## config.mk

```make
export PLATFORM = sky130hd
export DESIGN_NAME = degree_sequence_graph_builder_top
export DESIGN_NICKNAME = d
export VERILOG_FILES = /design/src/rtl/dsgb_pkg.sv /design/src/rtl/degree_sequence_graph_builder_top.sv /design/src/rtl/dsgb_rank_unit.sv
export SDC_FILE = /design/constraint.sdc
export NUM_CORES = 1
export LEC_CHECK = 0
export CORE_ASPECT_RATIO = 1.25
export CORE_MARGIN = 2
export CORE_UTILIZATION = 65
export CTS_CLUSTER_DIAMETER = 200
export DETAILED_ROUTE_END_ITERATION = 8
export DONT_BUFFER_PORTS = 1
export PLACE_DENSITY = 0.93
export SLEW_MARGIN = 30
export SYNTH_ARGS = -nofsm -noshare
export SYNTH_HDL_FRONTEND = slang
export SYNTH_SLANG_ARGS = --single-unit
```

## constraint.sdc

```tcl
create_clock -name clk -period 6.2 [get_ports clk]
set_clock_uncertainty 0.2 [all_clocks]
set_input_delay 1.24 -clock clk [delete_from_list [all_inputs] [get_ports clk]]
set_output_delay 1.24 -clock clk [all_outputs]
set_load 0.05 [all_outputs]
```

## src/rtl/dsgb_pkg.sv

```systemverilog
// ----------------------------------------------------------------------------
// dsgb_pkg
// Shared constants and types for the degree sequence graph builder.
// ----------------------------------------------------------------------------
package dsgb_pkg;

  // width of one requested degree
  localparam int DEG_W = 8;

  // default size of the degree store
  localparam int DEFAULT_MAX_VERTICES = 8;

  // terminator status codes
  typedef logic [1:0] status_t;
  localparam status_t STAT_OK       = 2'd0;
  localparam status_t STAT_DEG_BIG  = 2'd1;
  localparam status_t STAT_TOO_FEW  = 2'd2;
  localparam status_t STAT_TOO_MANY = 2'd3;

  // control from the sequencer to the ranking unit
  typedef struct packed {
    logic start;  // first candidate of a scan
    logic step;   // a candidate is presented this cycle
  } scan_ctrl_t;

endpackage

```

## src/rtl/degree_sequence_graph_builder_top.sv

```systemverilog
// ----------------------------------------------------------------------------
// degree_sequence_graph_builder_top
// Havel-Hakimi graph construction from a stream of vertex degrees.
// ----------------------------------------------------------------------------
// Degrees are loaded one request per cycle, numbered from vertex 0 in load
// order; the request with tlast set loads its degree and starts construction
// (past the store size it goes straight to the terminator), and the input
// stays not ready until the run's terminator is produced. Each selection (the
// round's top vertex, or one neighbor) is a scan over all n loaded vertices
// through the single shared compare unit followed by a decision state; a
// neighbor decision waits while the output is stalled. Each edge result
// carries tuser = 1; the terminator carries tuser = 0, tlast = 1 and the
// status (ok, degree too large, not enough vertices, too many vertices).
// Edges sent before an error are not withdrawn.
module degree_sequence_graph_builder_top
  import dsgb_pkg::*;
#(
  parameter int MAX_VERTICES = DEFAULT_MAX_VERTICES,
  localparam int IW = $clog2(MAX_VERTICES),
  localparam int CW = $clog2(MAX_VERTICES + 1),
  localparam int DW = ((2 * IW + 2 + 7) / 8) * 8
) (
  input  logic             clk,
  input  logic             rst,
  // slave side: degree requests
  input  logic             s_axis_tvalid,
  output logic             s_axis_tready,
  input  logic [DEG_W-1:0] s_axis_tdata,   // [7:0] degree
  input  logic             s_axis_tlast,   // last_degree
  // master side: edges and terminator
  output logic             m_axis_tvalid,
  input  logic             m_axis_tready,
  output logic [DW-1:0]    m_axis_tdata,   // edge_u, edge_v, status, zero fill
  output logic             m_axis_tuser,   // edge_valid
  output logic             m_axis_tlast    // last
);

  // sequencer states
  localparam logic [1:0] S_IDLE   = 2'd0;
  localparam logic [1:0] S_SCAN   = 2'd1;
  localparam logic [1:0] S_DECIDE = 2'd2;
  localparam logic [1:0] S_TERM   = 2'd3;

  logic [1:0]             state;
  logic [CW-1:0]          vertex_count;
  logic                   overflow_flag;
  logic [DEG_W-1:0]       deg_mem [MAX_VERTICES];
  logic [MAX_VERTICES-1:0] picked;
  logic [IW-1:0]          idx;
  logic                   round_mode;
  logic [IW-1:0]          u_idx;
  logic [DEG_W-1:0]       remaining;
  status_t                term_status;

  logic [IW-1:0]          out_u;
  logic [IW-1:0]          out_v;
  status_t                out_status;

  scan_ctrl_t             ctrl;
  logic [DEG_W-1:0]       best_deg;
  logic [IW-1:0]          best_idx;
  logic                   best_found;

  logic                   in_acc;
  logic                   out_free;
  logic                   store_full;
  logic                   scan_end;

  assign s_axis_tready = (state == S_IDLE);
  assign in_acc        = s_axis_tvalid & s_axis_tready;
  assign out_free      = ~m_axis_tvalid | m_axis_tready;
  assign store_full    = (vertex_count == CW'(MAX_VERTICES));
  assign scan_end      = ((CW'(idx) + CW'(1)) == vertex_count);

  // shared compare unit
  assign ctrl = '{start: (state == S_SCAN) && (idx == '0), step: (state == S_SCAN)};

  dsgb_rank_unit #(
    .IW (IW)
  ) u_rank (
    .clk        (clk),
    .rst        (rst),
    .ctrl       (ctrl),
    .cand_deg   (deg_mem[idx]),
    .cand_idx   (idx),
    .cand_ok    (~picked[idx]),
    .best_deg   (best_deg),
    .best_idx   (best_idx),
    .best_found (best_found)
  );

  // sequencer control state
  always_ff @(posedge clk) begin
    if (rst) begin
      state         <= S_IDLE;
      vertex_count  <= '0;
      overflow_flag <= 1'b0;
    end else begin
      case (state)
        S_IDLE: begin
          if (in_acc) begin
            if (!store_full) begin
              vertex_count <= vertex_count + CW'(1);
            end else begin
              overflow_flag <= 1'b1;
            end
            if (s_axis_tlast) begin
              state <= (overflow_flag || store_full) ? S_TERM : S_SCAN;
            end
          end
        end
        S_SCAN: begin
          if (scan_end) begin
            state <= S_DECIDE;
          end
        end
        S_DECIDE: begin
          if (round_mode) begin
            if (best_deg == '0 || best_deg >= DEG_W'(vertex_count)) begin
              state <= S_TERM;
            end else begin
              state <= S_SCAN;
            end
          end else if (best_deg == '0) begin
            state <= S_TERM;
          end else if (out_free) begin
            state <= S_SCAN;
          end
        end
        S_TERM: begin
          if (out_free) begin
            state         <= S_IDLE;
            vertex_count  <= '0;
            overflow_flag <= 1'b0;
          end
        end
        default: begin
          state <= S_IDLE;
        end
      endcase
    end
  end

  // degree store, scan bookkeeping and round data
  always_ff @(posedge clk) begin
    case (state)
      S_IDLE: begin
        if (in_acc) begin
          if (!store_full) begin
            deg_mem[vertex_count[IW-1:0]] <= s_axis_tdata;
          end
          idx         <= '0;
          round_mode  <= 1'b1;
          picked      <= '0;
          term_status <= STAT_TOO_MANY;
        end
      end
      S_SCAN: begin
        if (!scan_end) begin
          idx <= idx + IW'(1);
        end
      end
      S_DECIDE: begin
        idx <= '0;
        if (round_mode) begin
          if (best_deg == '0) begin
            term_status <= STAT_OK;
          end else if (best_deg >= DEG_W'(vertex_count)) begin
            term_status <= STAT_DEG_BIG;
          end else begin
            // top vertex takes all its edges this round
            u_idx              <= best_idx;
            deg_mem[best_idx]  <= '0;
            picked[best_idx]   <= 1'b1;
            remaining          <= best_deg;
            round_mode         <= 1'b0;
          end
        end else if (best_deg == '0) begin
          term_status <= STAT_TOO_FEW;
        end else if (out_free) begin
          // neighbor used: one degree less, out of this round's ranking
          deg_mem[best_idx] <= best_deg - DEG_W'(1);
          remaining         <= remaining - DEG_W'(1);
          if (remaining == DEG_W'(1)) begin
            round_mode <= 1'b1;
            picked     <= '0;
          end else begin
            picked[best_idx] <= 1'b1;
          end
        end
      end
      default: begin
      end
    endcase
  end

  // output register
  always_ff @(posedge clk) begin
    if (rst) begin
      m_axis_tvalid <= 1'b0;
    end else if ((state == S_TERM && out_free) ||
                 (state == S_DECIDE && !round_mode && best_deg != '0 && out_free)) begin
      m_axis_tvalid <= 1'b1;
    end else if (m_axis_tready) begin
      m_axis_tvalid <= 1'b0;
    end
  end

  // output payload
  always_ff @(posedge clk) begin
    if (state == S_TERM && out_free) begin
      out_u        <= '0;
      out_v        <= '0;
      out_status   <= term_status;
      m_axis_tuser <= 1'b0;
      m_axis_tlast <= 1'b1;
    end else if (state == S_DECIDE && !round_mode && best_deg != '0 && out_free) begin
      out_u        <= u_idx;
      out_v        <= best_idx;
      out_status   <= STAT_OK;
      m_axis_tuser <= 1'b1;
      m_axis_tlast <= 1'b0;
    end
  end

  assign m_axis_tdata = DW'({out_status, out_v, out_u});

  // a neighbor scan always finds an unused vertex
  assert property (@(posedge clk) disable iff (rst)
    (state == S_DECIDE && !round_mode) |-> best_found)
    else $error("neighbor scan found no candidate");

  // store count never passes the store size
  assert property (@(posedge clk) disable iff (rst)
    vertex_count <= CW'(MAX_VERTICES))
    else $error("vertex count beyond store size");

  // overflow only once the store is full
  assert property (@(posedge clk) disable iff (rst)
    overflow_flag |-> store_full)
    else $error("overflow flag with free store entries");

  // an edge always goes out with neighbors still owed
  assert property (@(posedge clk) disable iff (rst)
    (state == S_DECIDE && !round_mode) |-> (remaining != '0))
    else $error("neighbor pick with no edges left");

endmodule

```

## src/rtl/dsgb_rank_unit.sv

```systemverilog
// ----------------------------------------------------------------------------
// dsgb_rank_unit
// Shared compare unit: walks the candidates one per cycle while step is set and keeps the
// highest (degree, vertex) key seen; later vertices win ties.
// ----------------------------------------------------------------------------
module dsgb_rank_unit
  import dsgb_pkg::*;
#(
  parameter int IW = 3
) (
  input  logic             clk,
  input  logic             rst,
  input  scan_ctrl_t       ctrl,
  input  logic [DEG_W-1:0] cand_deg,
  input  logic [IW-1:0]    cand_idx,
  input  logic             cand_ok,
  output logic [DEG_W-1:0] best_deg,
  output logic [IW-1:0]    best_idx,
  output logic             best_found
);

  logic found_eff;
  logic take;

  // a new scan forgets the previous winner
  assign found_eff = best_found & ~ctrl.start;

  // candidates arrive in ascending vertex order, so >= gives ties to the later one
  assign take = ctrl.step & cand_ok & (~found_eff | (cand_deg >= best_deg));

  // winner tracking
  always_ff @(posedge clk) begin
    if (rst) begin
      best_found <= 1'b0;
    end else if (ctrl.step) begin
      best_found <= found_eff | take;
    end
  end

  // winner payload
  always_ff @(posedge clk) begin
    if (take) begin
      best_deg <= cand_deg;
      best_idx <= cand_idx;
    end
  end

endmodule
```

; ---- Word level (Yosys, flattened, before mapping)
; Memory sizes are Yosys's and may differ from the RTL's. A register that Yosys moved wholly into a read port is not among the register bits.
; Index checks and enable logic that the tools add are counted.
[totals]
memories = 1
ff_bits = 55
in_bits = 13
elab_cells = 169
out_inout_bits = 12
ramBits = 64
[classes]
add_sub_neg = 5
n_bitwise = 15
order_cmp = 5
n_eq_ne = 20
n_mux = 75
reduce_logical = 30
[memory_table]
columns = name, depth, word_bits, read_ports, rd_ports_with_merged_regs, write_ports, line_no
row1 = deg_mem, 8, 8, 1, 1, 1, degree_sequence_graph_builder_top.sv:47  ; logic [DEG_W-1:0] deg_mem [MAX_VERTICES];
[ops]
columns = operator, n
row1 = $mux 8, 14
row2 = $mux 2, 16
row3 = $mux 1, 29
row4 = $reduce_and 4->1, 5
row5 = $pmux 8 s2, 1
row6 = $sub 8x1->8 const B, 2
row7 = $mux 3, 4
row8 = $mux 4, 3
row9 = $ne 2x2->1 const B, 6
row10 = $ne 3x3->1 const B, 4
row11 = $reduce_and 5->1, 2
row12 = $reduce_bool 2->1, 5
row13 = $pmux 3 s3, 1
row14 = $eq 8x1->1 const B, 1
row15 = $ge 8x4->1, 1
row16 = $ge 8x8->1, 1
row17 = $logic_not 8->1, 1
row18 = $lt 3x4->1 const B, 2
row19 = $or 8x8->8, 1
row20 = $pmux 2 s4, 1
row21 = $pmux 4 s2, 1
row22 = $reduce_bool 8->1, 1
row23 = $reduce_or 8->1, 1
row24 = $logic_and 1x1->1, 6
row25 = 24 further kinds, 41

; ---- Longest topological paths before layout
[depth]
word_depth = 10
depth_mapped = 10
ltp_nobuf = 8

; ---- Cells and area by module
; From an unflattened synthesis, not the netlist that was laid out.
[hier_totals]
cells_unflattened = 428
hier_area_um2 = 5671.7
[by_module_without_submodules]
columns = module, seq_area_each_um2, area_each_um2, cells_per_inst, n_inst
row1 = degree_sequence_graph_builder_top, 3113.0, 5099.9, 384, 1
row2 = dsgb_rank_unit, 350.3, 571.8, 44, 1

; ---- Worst setup path after synthesis
; OpenSTA, ideal clock, no wires.
[synth_timing]
kind = register -> register
from = register (tool-made name)
to = register u_rank.best_deg[0], enable pin
setup_time_ns = 0.378
path_buffers = 2
path_stages_with_launch = 11
t_required_ns = 5.622
t_arrival_ns = 2.809
slack_ns = 2.812
synth_period_minus_slack_ns = 3.388
path_cell_list = dfxtp_1 buf_2 buf_2 mux4_2 mux2_2 ha_1 a21o_1 a21o_1 o211a_1 a21boi_0 nor2_1
[synth_rtl]
columns = element, line_no
row1 = end signal: assignment, dsgb_rank_unit.sv:43  ; best_deg <= cand_deg;
row2 = end: declaration, dsgb_rank_unit.sv:17  ; output logic [DEG_W-1:0] best_deg,

==> results.md <==
- The count of filler cells inserted in the layout is 462.
- The max-cap check violation count is 0.
- The total core area is 8560 µm².
- The total number of vias is 3,753.
- The total overflow left after global routing is 0.
- The largest vdd supply drop is 0.218 mV.
- At the worst endpoint, the required time is 6.16 ns.
- During placement, the flow inserted port buffers numbering 0.
- The relative max-transition margin is 0.338.
- The global placer's final weighted congestion is 0.859.
- In this run the register-to-register setup slack is 2.52 ns.
- From bottom edge to top edge, the die measures 108 µm.
- The initial standard-cell utilization of the core is 0.659.
- Entering global routing, the biggest net connects 26 pins.
- The length of the first detailed-routing pass in iterations is 8.
- The via count of the first global-routing pass is 3,662.
- The repair_antennas step left the layout with diodes totalling 0.
- For this design, the CTS-stage hold fixing added 0 buffers.
- Along the worst path, the maximum fanout reaches 16.
- From synthesis to final layout, the design area changed by 12.2%.
- The worst path in the final design needs a cycle of 3.68 ns, including I/O delays and setup.
- Dividing the synthesized area by the synthesized cell count gives 13.3 µm².
- The most instantiated flip-flop cell in the synthesis netlist is sky130_fd_sc_hd__edfxtp_1.
- The CTS sink count is 122.
- The pin slew with the least headroom to its limit is 0.993 ns.
- The post-synthesis async set-or-reset flop share is 0.
- The clock group share of total power is 0.429.
- The share of total power consumed by net switching is 0.256.
- The placed instance count is 504.
- The final routed wirelength across all metal layers is 13,600 µm.
- The endpoint with the worst hold slack is out_u[1].
- The count of different cell masters after synthesis is 53.
- The CTS tree is done.
- Setup repair after global routing left no endpoint under its margin.
- In this run the power density over the cells is 345 nW/µm².
- The cell area after layout is 6330 µm².
- The violation count after the first detailed-route iteration is 444.
- The count of nets left with antenna violations after detail routing is 0.
- The number of cells traversed by the worst register-to-register path is 8.
- The count of unresolved DRC violations after routing is 0.
- The clock root buffer is sky130_fd_sc_hd__clkbuf_8.
- Summing all multi-input logic gate instances after layout gives 2060 µm².
- The worst hold path was traced through 2 stages.
- Row generation in the floorplan step produced 38 rows.
- The share of the Yosys chip area taken by registers is 0.614.
- The final cell count without fillers is 538.
- The global router's overall resource usage is 0.297.
- The internal portion of the total power is 1.62 mW.
- After clock tree synthesis, the clock-pin slew on the worst setup and hold paths is 0.06 ns.
- The kind of critical path is register to register.
- The sequential power share is 0.456.
- The ratio of final minimum period to clock period is 0.594.
- The class of the tightest hold or removal check is register to register.
- Measured along the x axis, the die boundary spans 87.3 µm.
- The biggest area contributor in the post-synthesis netlist is sky130_fd_sc_hd__edfxtp_1.
- The number of antenna violations at the first check in global routing came to 0.
- The post-synthesis instance area is 5640 µm².
- The insertion delay to the later sink of the worst-skew pair is 0.53 ns.
- The leakage dissipation is 2.23 nW.
- The net count of the finished layout is 457.
- For this design the total switching power over the nets is 0.559 mW.
- Data arrives at the worst endpoint at 3.64 ns.
- Buffers added to address setup during post-CTS repair amount to 0.
- The number of enable flip-flop cells after synthesis is 102.
- Dividing the detail-routed wire length by the instance count gives 25.2 µm.
- The H-tree generated during clock tree synthesis spans 4 levels.
- Counting flops and latches in the post-synthesis netlist gives 122.
- In this run, post-CTS repair resized a total of 0 instances.
- The kind of start point of the critical path is a register.
- Once placement finished, the instance area stood at 5710 µm².
- In the post-synthesis netlist, the cell with the most instances is sky130_fd_sc_hd__edfxtp_1.
- The capturing element type of the critical path is a register.
- The number of max-slew violations in the final report is 0.
- The number of hold-slack violations in the final timing report came to 0.
- Derived from the worst setup path, the maximum achievable clock frequency is 272 MHz.
- The final setup TNS is 0 ns.
- By area the synthesized netlist is led by sky130_fd_sc_hd__edfxtp_1, sky130_fd_sc_hd__mux4_2, sky130_fd_sc_hd__dfxtp_1, sky130_fd_sc_hd__ha_1, sky130_fd_sc_hd__nand2_1.
- After detailed routing, the number of vias per cell comes to 6.98.
- Setup violations remaining at the end of the flow were counted as 0.
- The global-route wire length before repair is 20,100 µm.
- The die covers 9440 µm².
- Synthesis produced a netlist whose cell count is 423.
- The origin of the worst min-delay path is u_idx[1].
- The storage element area is 3460 µm².
- The area fraction of the dominant cell type after synthesis is 0.543.
- The capture point of the worst reg-to-reg path is u_rank.best_deg[1].
- The number of ports placed on the die boundary is 25.
- The total clock buffers created by CTS is 17.
- The run finished with clean final reports.
- Counting instances in the post-synthesis netlist gives the leading cell types as sky130_fd_sc_hd__edfxtp_1, sky130_fd_sc_hd__nand2_1, sky130_fd_sc_hd__inv_1, sky130_fd_sc_hd__dfxtp_1.
- The maximum clock insertion buffer count is 2.
- Of the cells placed in the final design, the portion with a size suffix greater than 1 is 0.174.
- Yosys printed 0 warnings.
- Once detailed placement completed, the half-perimeter wirelength came to 7950 µm.
- The number of nets in the synthesized netlist is 455.
- The combinational fraction of design power is 0.115.
worst max-delay path by stage:
stage              from                 end  depth (start not counted)
2_1_floorplan  register  u_rank.best_deg[0]                         10
3_3_place_gp   register  u_rank.best_idx[0]                          8
3_5_place_dp   register  u_rank.best_idx[1]                          8
4_1_cts        register  u_rank.best_deg[1]                          8
5_1_grt        register  u_rank.best_deg[5]                          8
6_report       register  u_rank.best_deg[1]                          8
sequential cells by signal, summed over array words and instances, names as in the netlist, 3 cells and up, named ones only:
register,cells
picked,8
deg_mem,64
idx,3
out_u,3
u_rank.best_idx,3
u_rank.best_deg,8
u_idx,3
out_v,3
vertex_count,4
remaining,8
cell type report:
class	instances	share of cell area
Sequential cell	122	0.548
Inverter	24	0.0142
Multi-Input combinational cell	257	0.326
Timing Repair Buffer	3	0.00316
Clock inverter	15	0.0235
Tap cell	100	0.0198
Clock buffer	17	0.0655
stage by stage:
step	setup WS [ns]	power, mW	util	hold WS, ns
finish	2.52	2.18	0.739	0.304
global route	2.32	2.23	0.739	0.360
CTS	2.14	2.18	0.733	0.301
detailed placement	2.21	1.23	0.667	0.303
global placement	2.38	1.21	0.667	0.279
floorplan	2.81	1.17	-	0.224
worst max-delay path, cell delays in order (launching register included):
cell and delay, ns:
sky130_fd_sc_hd__dfxtp_2 0.69, sky130_fd_sc_hd__mux4_2 0.57, sky130_fd_sc_hd__mux2_2 0.29, sky130_fd_sc_hd__ha_1 0.31, sky130_fd_sc_hd__a21o_1 0.15, sky130_fd_sc_hd__a21o_1 0.14
sky130_fd_sc_hd__o211a_1 0.15, sky130_fd_sc_hd__a21boi_0 0.07, sky130_fd_sc_hd__nor2_1 0.72
power groups by stage:
stage | Sequential [mW] | Combinational, mW | Clock (mW)
global route | 0.999 | 0.266 | 0.969
detailed placement | 1.01 | 0.225 | 0
CTS | 0.992 | 0.243 | 0.940
finish | 0.994 | 0.252 | 0.935
floorplan | 0.966 | 0.205 | 0
global placement | 1.00 | 0.207 | 0
kinds of logic (layout without fill, tap and decap cells):
kind of cell | after synthesis | count (layout) | share of synthesized area
xor gates and xnor gates | 18 | 18 | 0.0280
and+or+nand+nor | 115 | 115 | 0.103
buffers and inverters | 44 | 59 | 0.0319
adders and majority gates | 19 | 19 | 0.0421
AOI/OAI and AO/OA | 74 | 74 | 0.0836
muxes | 31 | 31 | 0.0969
DFF | 122 | 122 | 0.614
layout by cell type (no fill, tap or decap), types with 3 or more instances in the layout:
cell type	synthesis	routed
sky130_fd_sc_hd__a21boi_0	5	5
sky130_fd_sc_hd__a21o_1	4	4
sky130_fd_sc_hd__a21oi_1	16	16
sky130_fd_sc_hd__a31oi_1	3	3
sky130_fd_sc_hd__and2_1	3	3
sky130_fd_sc_hd__and3_1	3	3
sky130_fd_sc_hd__clkbuf_16	0	16
sky130_fd_sc_hd__clkinv_1	0	3
sky130_fd_sc_hd__clkinvlp_4	0	5
sky130_fd_sc_hd__dfxtp_1	20	19
sky130_fd_sc_hd__edfxtp_1	102	102
sky130_fd_sc_hd__ha_1	19	19
sky130_fd_sc_hd__inv_1	24	24
sky130_fd_sc_hd__inv_6	0	3
sky130_fd_sc_hd__mux2_2	9	9
sky130_fd_sc_hd__mux2i_1	4	4
sky130_fd_sc_hd__mux4_2	18	18
sky130_fd_sc_hd__nand2_1	47	47
sky130_fd_sc_hd__nand2b_1	6	6
sky130_fd_sc_hd__nand3_1	5	4
sky130_fd_sc_hd__nor2_1	19	18
sky130_fd_sc_hd__nor2b_1	8	8
sky130_fd_sc_hd__nor3_1	7	7
sky130_fd_sc_hd__o211ai_1	3	3
sky130_fd_sc_hd__o21ai_0	15	15
sky130_fd_sc_hd__o22ai_1	12	10
sky130_fd_sc_hd__or3_1	4	4
sky130_fd_sc_hd__xnor2_1	13	13
sky130_fd_sc_hd__xor2_1	5	5
routing by layer:
layer	wire length, µm	GRT usage
met3	1210	0.0802
met2	6940	0.475
met4	680	0.164
met1	4730	0.366
met5	0	0
No activity file was read; power rests on OpenSTA's default activity.
